[src/rtl/prwc_pkg.sv]
// ----------------------------------------------------------------------------
// prwc_pkg - protected region write checker package
// Shared widths, result codes and the beat types that run along the cell row.
// ----------------------------------------------------------------------------
package prwc_pkg;

    localparam int NUM_REGIONS = 16;
    localparam int ADDR_BITS   = 52;
    localparam int CNT_BITS    = 64;

    localparam logic FUNC_ADD   = 1'b0;
    localparam logic FUNC_CHECK = 1'b1;

    typedef enum logic [1:0] {
        ST_OK       = 2'd0,
        ST_FULL     = 2'd1,
        ST_DISABLED = 2'd2
    } t_status;

    // one table entry, passed to the next cell when a region is appended
    typedef struct packed {
        logic                 vld;
        logic [ADDR_BITS-1:0] base;
        logic [ADDR_BITS-1:0] len;
    } t_region;

    // lookup token walking down the row
    typedef struct packed {
        logic                 vld;
        logic [ADDR_BITS-1:0] addr;
        logic                 hit;
    } t_tok;

endpackage

[src/rtl/prwc_if.sv]
// ----------------------------------------------------------------------------
// prwc_if - request and result channels
// Valid/ready channels carrying one request beat and one result beat.
// ----------------------------------------------------------------------------
interface prwc_in_if
    import prwc_pkg::*;
();
    logic                 valid;
    logic                 ready;
    logic                 func;
    logic [ADDR_BITS-1:0] address;
    logic [ADDR_BITS-1:0] region_size;
    logic                 is_write;

    modport source (output valid, func, address, region_size, is_write, input ready);
    modport sink   (input valid, func, address, region_size, is_write, output ready);
endinterface

interface prwc_out_if
    import prwc_pkg::*;
();
    logic                valid;
    logic                ready;
    logic [1:0]          status;
    logic                write_blocked;
    logic [CNT_BITS-1:0] violation_count;

    modport source (output valid, status, write_blocked, violation_count, input ready);
    modport sink   (input valid, status, write_blocked, violation_count, output ready);
endinterface

[src/rtl/prwc_cell.sv]
// ----------------------------------------------------------------------------
// prwc_cell - one region slot of the checker row
// Holds one base/length pair, shifts it on append, and tests the passing token.
// ----------------------------------------------------------------------------
module prwc_cell
    import prwc_pkg::*;
(
    input  logic    i_clk,
    input  logic    i_rst_n,
    input  logic    i_shift,
    input  t_region i_region,
    output t_region o_region,
    input  t_tok    i_tok,
    output t_tok    o_tok
);

    logic                 r_vld;
    logic [ADDR_BITS-1:0] r_base;
    logic [ADDR_BITS-1:0] r_len;
    logic                 r_tok_vld;
    logic [ADDR_BITS-1:0] r_tok_addr;
    logic                 r_tok_hit;

    logic [ADDR_BITS-1:0] w_diff;
    logic                 w_match;

    // base <= addr < base + len without forming the sum
    assign w_diff  = i_tok.addr - r_base;
    assign w_match = r_vld && (i_tok.addr >= r_base) && (w_diff < r_len);

    always_ff @(posedge i_clk) begin
        if (!i_rst_n) begin
            r_vld     <= 1'b0;
            r_tok_vld <= 1'b0;
        end else begin
            if (i_shift) begin
                r_vld <= i_region.vld;
            end
            r_tok_vld <= i_tok.vld;
        end
    end

    always_ff @(posedge i_clk) begin
        if (i_shift) begin
            r_base <= i_region.base;
            r_len  <= i_region.len;
        end
        r_tok_addr <= i_tok.addr;
        r_tok_hit  <= i_tok.hit | (i_tok.vld & w_match);
    end

    assign o_region = '{vld: r_vld, base: r_base, len: r_len};
    assign o_tok    = '{vld: r_tok_vld, addr: r_tok_addr, hit: r_tok_hit};

    // regions are never removed
    a_vld_sticky: assert property (@(posedge i_clk) disable iff (!i_rst_n)
        r_vld |=> r_vld)
        else $error("region slot lost its entry");

endmodule

[src/rtl/protected_region_write_checker_top.sv]
// ----------------------------------------------------------------------------
// protected_region_write_checker_top - protected region write checker
// Appends base/length regions to a row of cells and checks fault addresses.
// ----------------------------------------------------------------------------
// Result timing: adds, reads, and any beat while disabled give a result in
//   the cycle after acceptance; an enabled write check walks the cell row (one
//   cell per cycle) and its result is registered as the token leaves the row.
// Throughput: one beat at a time; the next request beat is taken the cycle
//   after the result beat leaves.
// Reset (synchronous, active low): table empty, counter zero, enable set.
// ----------------------------------------------------------------------------
module protected_region_write_checker_top
    import prwc_pkg::*;
(
    input  logic        i_clk,
    input  logic        i_rst_n,
    prwc_in_if.sink     i_in,
    prwc_out_if.source  o_out,
    input  logic        i_cfg_wr_en,
    input  logic        i_cfg_wr_data
);

    // ------------------------------------------------------------------
    // Control and result registers
    // ------------------------------------------------------------------
    logic                r_busy,     n_busy;      // beat accepted, result not yet taken
    logic                r_chk_busy, n_chk_busy;  // token walking the row
    logic                r_enable;
    logic [CNT_BITS-1:0] r_viol,     n_viol;
    logic                r_out_vld,  n_out_vld;
    t_status             r_out_status,  n_out_status;
    logic                r_out_blocked, n_out_blocked;
    logic [CNT_BITS-1:0] r_out_count,   n_out_count;

    // ------------------------------------------------------------------
    // Cell row: regions enter at cell 0 and shift down on each append,
    // the lookup token enters at cell 0 and moves one cell per cycle.
    // ------------------------------------------------------------------
    t_region region_chain [0:NUM_REGIONS];
    t_tok    tok_chain    [0:NUM_REGIONS];

    logic w_in_acc;
    logic w_out_acc;
    logic w_full;
    logic w_add_go;
    logic w_chk_go;
    logic w_imm;
    logic w_tok_done;
    logic w_viol_inc;

    assign w_in_acc  = i_in.valid && i_in.ready;
    assign w_out_acc = o_out.valid && o_out.ready;

    // the last cell holds an entry only once every slot is used
    assign w_full = region_chain[NUM_REGIONS].vld;

    assign w_add_go = w_in_acc && (i_in.func == FUNC_ADD) && !w_full && r_enable;
    assign w_chk_go = w_in_acc && (i_in.func == FUNC_CHECK) && r_enable && i_in.is_write;
    // everything except an enabled write check is answered at once
    assign w_imm    = w_in_acc && !w_chk_go;

    assign w_tok_done = tok_chain[NUM_REGIONS].vld;
    assign w_viol_inc = w_tok_done && tok_chain[NUM_REGIONS].hit;

    assign region_chain[0] = '{vld: 1'b1, base: i_in.address, len: i_in.region_size};
    assign tok_chain[0]    = '{vld: w_chk_go, addr: i_in.address, hit: 1'b0};

    for (genvar g = 0; g < NUM_REGIONS; g++) begin : g_cell
        prwc_cell u_cell (
            .i_clk    (i_clk),
            .i_rst_n  (i_rst_n),
            .i_shift  (w_add_go),
            .i_region (region_chain[g]),
            .o_region (region_chain[g+1]),
            .i_tok    (tok_chain[g]),
            .o_tok    (tok_chain[g+1])
        );
    end

    // ------------------------------------------------------------------
    // Next-state logic
    // ------------------------------------------------------------------
    always_comb begin
        n_busy        = r_busy;
        n_chk_busy    = r_chk_busy;
        n_viol        = r_viol;
        n_out_vld     = r_out_vld;
        n_out_status  = r_out_status;
        n_out_blocked = r_out_blocked;
        n_out_count   = r_out_count;

        if (w_in_acc) begin
            n_busy = 1'b1;
        end
        if (w_out_acc) begin
            n_busy    = 1'b0;
            n_out_vld = 1'b0;
        end
        if (w_chk_go) begin
            n_chk_busy = 1'b1;
        end

        if (w_imm) begin
            n_out_vld     = 1'b1;
            n_out_blocked = 1'b0;
            n_out_count   = r_viol;
            if (i_in.func == FUNC_ADD) begin
                // full wins over disabled
                if (w_full) begin
                    n_out_status = ST_FULL;
                end else if (!r_enable) begin
                    n_out_status = ST_DISABLED;
                end else begin
                    n_out_status = ST_OK;
                end
            end else begin
                n_out_status = r_enable ? ST_OK : ST_DISABLED;
            end
        end

        if (w_tok_done) begin
            n_chk_busy    = 1'b0;
            n_out_vld     = 1'b1;
            n_out_status  = ST_OK;
            n_out_blocked = w_viol_inc;
            if (w_viol_inc) begin
                n_viol = r_viol + CNT_BITS'(1);   // wraps
            end
            n_out_count = n_viol;
        end
    end

    always_ff @(posedge i_clk) begin
        if (!i_rst_n) begin
            r_busy     <= 1'b0;
            r_chk_busy <= 1'b0;
            r_enable   <= 1'b1;
            r_viol     <= '0;
            r_out_vld  <= 1'b0;
        end else begin
            r_busy     <= n_busy;
            r_chk_busy <= n_chk_busy;
            r_viol     <= n_viol;
            r_out_vld  <= n_out_vld;
            if (i_cfg_wr_en) begin
                r_enable <= i_cfg_wr_data;
            end
        end
    end

    always_ff @(posedge i_clk) begin
        r_out_status  <= n_out_status;
        r_out_blocked <= n_out_blocked;
        r_out_count   <= n_out_count;
    end

    // ------------------------------------------------------------------
    // Ports
    // ------------------------------------------------------------------
    assign i_in.ready            = !r_busy;
    assign o_out.valid           = r_out_vld;
    assign o_out.status          = r_out_status;
    assign o_out.write_blocked   = r_out_blocked;
    assign o_out.violation_count = r_out_count;

    // ------------------------------------------------------------------
    // Assertions
    // ------------------------------------------------------------------
    a_no_result_during_walk: assert property (@(posedge i_clk) disable iff (!i_rst_n)
        !(r_out_vld && r_chk_busy))
        else $error("result beat pending while token still in row");

    a_tok_only_when_walking: assert property (@(posedge i_clk) disable iff (!i_rst_n)
        w_tok_done |-> r_chk_busy)
        else $error("token left the row with no check in flight");

    a_count_steady: assert property (@(posedge i_clk) disable iff (!i_rst_n)
        !w_viol_inc |=> $stable(r_viol))
        else $error("violation counter moved without a blocked write");

    a_no_append_when_full: assert property (@(posedge i_clk) disable iff (!i_rst_n)
        w_add_go |-> !w_full && r_enable)
        else $error("region appended to a full or disabled table");

    a_one_beat_at_a_time: assert property (@(posedge i_clk) disable iff (!i_rst_n)
        (r_out_vld || r_chk_busy) |-> !i_in.ready)
        else $error("request taken while previous beat in progress");

endmodule
[src/flat_wrapper.sv]
// flat-port wrapper written by rule: the top's interface ports become plain ports
module protected_region_write_checker_top_flat import prwc_pkg::*;
  (i_clk, i_rst_n, i_cfg_wr_en, i_cfg_wr_data, i_in_valid, i_in_func, i_in_address, i_in_region_size, i_in_is_write, i_in_ready, o_out_valid, o_out_status, o_out_write_blocked, o_out_violation_count, o_out_ready);
  prwc_in_if i_in_i ();
  prwc_out_if o_out_i ();
  input  logic i_clk;
  input  logic i_rst_n;
  input  logic i_cfg_wr_en;
  input  logic i_cfg_wr_data;
  input wire logic [$bits(i_in_i.valid)-1:0] i_in_valid;
  input wire logic [$bits(i_in_i.func)-1:0] i_in_func;
  input wire logic [$bits(i_in_i.address)-1:0] i_in_address;
  input wire logic [$bits(i_in_i.region_size)-1:0] i_in_region_size;
  input wire logic [$bits(i_in_i.is_write)-1:0] i_in_is_write;
  output wire logic [$bits(i_in_i.ready)-1:0] i_in_ready;
  output wire logic [$bits(o_out_i.valid)-1:0] o_out_valid;
  output wire logic [$bits(o_out_i.status)-1:0] o_out_status;
  output wire logic [$bits(o_out_i.write_blocked)-1:0] o_out_write_blocked;
  output wire logic [$bits(o_out_i.violation_count)-1:0] o_out_violation_count;
  input wire logic [$bits(o_out_i.ready)-1:0] o_out_ready;
  assign i_in_i.valid = i_in_valid;
  assign i_in_i.func = i_in_func;
  assign i_in_i.address = i_in_address;
  assign i_in_i.region_size = i_in_region_size;
  assign i_in_i.is_write = i_in_is_write;
  assign i_in_ready = i_in_i.ready;
  assign o_out_valid = o_out_i.valid;
  assign o_out_status = o_out_i.status;
  assign o_out_write_blocked = o_out_i.write_blocked;
  assign o_out_violation_count = o_out_i.violation_count;
  assign o_out_i.ready = o_out_ready;
  protected_region_write_checker_top u_core (.i_clk(i_clk), .i_rst_n(i_rst_n), .i_in(i_in_i), .o_out(o_out_i), .i_cfg_wr_en(i_cfg_wr_en), .i_cfg_wr_data(i_cfg_wr_data));
endmodule
[config.mk]
export PLATFORM = sky130hd
export DESIGN_NAME = protected_region_write_checker_top_flat
export DESIGN_NICKNAME = d
export VERILOG_FILES = /design/src/rtl/prwc_pkg.sv /design/src/rtl/prwc_if.sv /design/src/rtl/prwc_cell.sv /design/src/rtl/protected_region_write_checker_top.sv /design/src/flat_wrapper.sv
export SDC_FILE = /design/constraint.sdc
export NUM_CORES = 2
export LEC_CHECK = 0
export BUFFER_PORTS_ARGS = -buffer_cell sky130_fd_sc_hd__buf_2
export CAP_MARGIN = 0
export CORE_UTILIZATION = 55
export DETAILED_ROUTE_END_ITERATION = 12
export PLACE_DENSITY_LB_ADDON = 0.05
export SLEW_MARGIN = 20
export SYNTH_ARGS = -nofsm -noshare
export SYNTH_HDL_FRONTEND = slang
export SYNTH_HIERARCHICAL = 1
export SYNTH_SLANG_ARGS = --single-unit
[constraint.sdc]
create_clock -name i_clk -period 171.5 [get_ports i_clk]
set_input_delay 8.575 -clock i_clk [delete_from_list [all_inputs] [get_ports i_clk]]
set_output_delay 8.575 -clock i_clk [all_outputs]
set_load 0.005 [all_outputs]
Yosys cells after proc, flatten, opt, wreduce, memory -nomap -nowiden
Cells that the tools add are included.
Word-level totals
  bits in registers: 2626
  input bits: 112
  output and inout port bits: 69
  word-level logic and storage cells: 243
Operators by class
  add/sub/neg operators: 17
  order comparisons: 32
  muxes and demuxes: 11
  bitwise gates (word level): 33
  reduce and logical (&&, ||, !) cells: 48
Operators by type and width (count)
  >= comparator 52 bit: 16
  < comparator 52 bit: 16
  subtractor 52 bit: 16
  two-way mux 64 bit: 3
  adder 64 x 1 -> 64 bit (second input constant): 1
  logical AND 1 bit: 42
  AND 1 bit: 16
  OR 1 bit: 15
  two-way mux 2 bit: 3
  two-way mux 1 bit: 5
  logical NOT 1 bit: 3
  nonzero test 3 bit: 1
  NOT 1 bit: 2
  nonzero test 2 bit: 1
  OR reduction 2 bit: 1

Logic depth before layout (Yosys ltp)
  depth after elaboration: 9
  mapped depth: 21

Hierarchy
The synthesis kept the hierarchy.
Modules (own cells, without submodules)
  prwc_cell (u_core.g_cell[10].u_cell ...): instances 9, cells each 845, area each 8809.7 um2, sequential area each 4224.1 um2
  prwc_cell (u_core.g_cell[0].u_cell ...): instances 5, cells each 867, area each 8978.6 um2, sequential area each 4224.1 um2
  prwc_cell (u_core.g_cell[8].u_cell): instances 1, cells each 857, area each 8962.3 um2, sequential area each 4224.1 um2
  prwc_cell (u_core.g_cell[9].u_cell): instances 1, cells each 848, area each 8916.1 um2, sequential area each 4224.1 um2
  protected_region_write_checker_top: instances 1, cells each 519, area each 5718.0 um2, sequential area each 3333.2 um2

Least setup slack after synthesis
OpenSTA, ideal clock, no wires.
  kind: in2reg
  start point: in i_in_func
  end point: reg u_core.g_cell[0].u_cell.r_vld
  setup time: 0.245 ns
  arrival: 135.580 ns
  path slack: 35.675 ns
  stages: 3
  path buffers: 0
  path through: nor3b_1 > mux2i_1 > nor2b_1
On the way
  longest elaborated chain between the ends: 4
RTL lines
  start: declaration: line flat_wrapper.sv:11  | input wire logic [$bits(i_in_i.func)-1:0] i_in_func;
  NOT 1 bit: line protected_region_write_checker_top.sv:57  | assign w_add_go = w_in_acc && (i_in.func == FUNC_ADD) && !w_full && r_enable;
  logical AND 1 bit (3 in series): line protected_region_write_checker_top.sv:57
  end signal: assignment: line prwc_cell.sv:37  | r_vld <= i_region.vld;
  end: declaration: line prwc_cell.sv:17  | logic r_vld;
No other way between the ends.
A chain may end at the register's enable or synchronous reset.

Worst setup path in the final report
  start point: in i_in_valid
  end point: reg u_core.g_cell[2].u_cell.r_len[12] (enable)
On the way
  longest elaborated chain between the ends: 4
RTL lines
  start: declaration: line flat_wrapper.sv:10  | input wire logic [$bits(i_in_i.valid)-1:0] i_in_valid;
  logical AND 1 bit: line protected_region_write_checker_top.sv:51  | assign w_in_acc = i_in.valid && i_in.ready;
  logical AND 1 bit (3 in series): line protected_region_write_checker_top.sv:57
  named net u_core.w_add_go: line protected_region_write_checker_top.sv:45  | logic w_add_go;
  end signal: assignment: line prwc_cell.sv:46  | r_len <= i_region.len;
  end: declaration: line prwc_cell.sv:19  | logic [ADDR_BITS-1:0] r_len;
The timed path passes the listed nets, and every way through them passes these cells.

==> summary.txt <==
Floorplanning
  • Rows: about 190
  • Die H: around 520 um
  • Die width: 519 um
  • Die Area: ~270000 um2
  • Initial Utilization: 0.553
  • CORE AREA: ~270000 um2
  • Top Ports: roughly 180

Clock tree
  • Root buffer cell: clkbuf_16
  • Post_cts resized: 0
  • Clk buf depth: 4
  • CTS tree: done
  • H-tree depth: 5
  • CTS Buf Count: ~290
  • Worst-skew pair later-pin latency: 0.87 ns
  • Hold_buf cts: 0
  • Postcts setup bufs: 0
  • Clk slew on worst S/H paths: 0.06 ns
  • Clock sinks: roughly 2600

Min path
  • Worst Hold Path Cells: 0
  • Min-delay worst type: flip-flop to flip-flop
  • Critical hold path startpoint: u_core/g_cell[10].u_cell/r_tok_addr[12]$_DFF_P_

Routing
  • Iteration-0 DRC Markers: 7525
  • Mean routed wirelength per cell: around 24 um
  • Post-route ant nets: 0
  • Via count: roughly 110k
  • DR vias/cell: 5.94
  • Pre-antenna DRT Iters: 8
  • DRC viols: 0
  • Final wirelength: 427 mm

Worst setup path
  • Arr. time, crit path: about 14 ns
  • Most used cell, CP: buf_4
  • Max incr delay on CP: approximately 0.87 ns
  • Critical path required time: ~170 ns
  • Critical Path Start: i_in_valid
  • Worst path cell trace: buf_2 > and3b_1 > nor3b_2 > buf_4 > buf_4 > buf_4 > buf_12 > buf_4 > buf_4
  • Nature of the critical path endpoint: flip-flop
  • CP Launch Type: input pin
  • CP Class: input pin to flip-flop
  • Crit-path max FO: 139
  • Critical path's slowest cell: buf_4
  • Worst flop-to-flop path startpoint: u_core/g_cell[1].u_cell/r_base[8]$_DFFE_PP_
  • R2R cell count: 20

GRT
  • Largest net degree at the start of global routing: 186
  • Overall fraction of global-route tracks in use: 0.311
  • Vias in the first global route: roughly 110k
  • Gr ovfl total: 0
  • Antenna violations before repair: 5
  • First-pass GRT wire length: 638 mm

Place
  • GP Congestion: 1.08
  • IO Port Bufs: 180
  • Dpl cells: 17500
  • DP Wirelength: ~340 mm
  • Setup slack at placement: approximately 160 ns

STA
  • Share of the clock period used by the worst path: 0.0788
  • Max Freq: ~74 MHz
  • Fin. Hold Viols: 0
  • Worst setup margin: between 150 and 200 ns
  • Max-slew headroom: 0.228
  • Count of endpoints failing setup in the final report: 0
  • RSZ-0062 raised after global routing: no
  • Worst-Margin Slew: 1.15 ns
  • Final setup TNS: 0 ns
  • Clk_skew: 0.0640 ns
  • Slew Limit Fails: 0
  • Crit path time final: roughly 14 ns

Power
  • Total power: between 1.5 and 2 mW
  • Max VDD drop: slightly above 0.00001 V
  • PD cells: 10.3 nW/um2
  • Leak: roughly 70 nW

Cells and area
  • Filler Cells Inserted: roughly 21000
  • Commonest non-fill, non-tap cell in the layout: inv_1
  • Layout cells sized above 1: 0.0659
  • Area grow syn2layout: 9.54%
  • Post-layout nets: roughly 16000
  • Most frequent cells in the layout: inv_1, edfxtp_1, ha_1, a21oi_1, dfxtp_1
  • Non-Filler Instances: between 15000 and 20000

Yosys
  • Synth Net Count: around 16000
  • Syn_area_per_cell: between 10 and 15 um2
  • Post-Syn Area: 147000 um2
  • Mapped Cells: between 10000 and 15000
  • Syn. warnings: 6

Job
  • Max Cap Violations: 0

Run status
  • Status: finished, final reports clean
routing by layer:
metal / vias up / global-route usage / share of wire
li1: 51100 / - / -
met1: 51000 / 0.307 / 0.35
met2: 3944 / 0.579 / 0.51
met3: 1407 / 0.0338 / 0.041
met4: 0 / 0.263 / 0.096
met5: - / 0 / 0
layout make-up:
class                           instances  area (um2)  share of cell area
Sequential cell                      2626       69900               0.435
Multi-Input combinational cell       9170       67900               0.422
Clock buffer                          391        8020              0.0499
Inverter                             1968        7390              0.0460
Tap cell                             3533        4420              0.0275
Clock inverter                        141        1750              0.0109
Timing Repair Buffer                  242        1420             0.00883
Antenna cell                            4        10.0           0.0000623
registers in the layout, indices dropped and copies added, names as in the netlist, 2 cells and up:
register	count
u_core/g_cell.u_cell/r_base	832
u_core/g_cell.u_cell/r_len	832
u_core/g_cell.u_cell/r_tok_addr	780
u_core/o_out.violation_count	64
u_core/r_viol	64
u_core/g_cell.u_cell/r_tok_hit	16
u_core/g_cell.u_cell/r_tok_vld	16
u_core/g_cell.u_cell/r_vld	16
u_core/o_out.status	2
final timing paths:
check             slack (ns)                                         endpoint
setup reg to reg      164.19        u_core/g_cell[1].u_cell/r_tok_hit$_DFF_P_
hold / removal          0.34  u_core/g_cell[11].u_cell/r_tok_addr[12]$_DFF_P_
hold reg to reg         0.34  u_core/g_cell[11].u_cell/r_tok_addr[12]$_DFF_P_
setup / recovery      157.99      u_core/g_cell[2].u_cell/r_len[12]$_DFFE_PP_
where the power goes:
group	internal, mW	total [mW]	switching, mW
Clock	0.374	0.634	0.260
Combinational	0.113	0.294	0.181
Sequential	0.702	0.720	0.0180
Total	1.19	1.65	0.459
per-stage QoR:
step                      hold WS [ns]  cell area, um2  utilization
after floorplan                  0.331          147000            -
final                            0.339          161000        0.606
after detailed placement         0.339          151000        0.569
after CTS                        0.340          161000        0.606
after global routing             0.351          161000        0.606
after global placement           0.338          151000        0.569
worst max-delay path, delay by kind of cell:
kind,cells,cell delay (ns)
buf+inv,7,4.65
simple gates,2,0.34
Note: power is estimated with default switching activity, not from simulation.
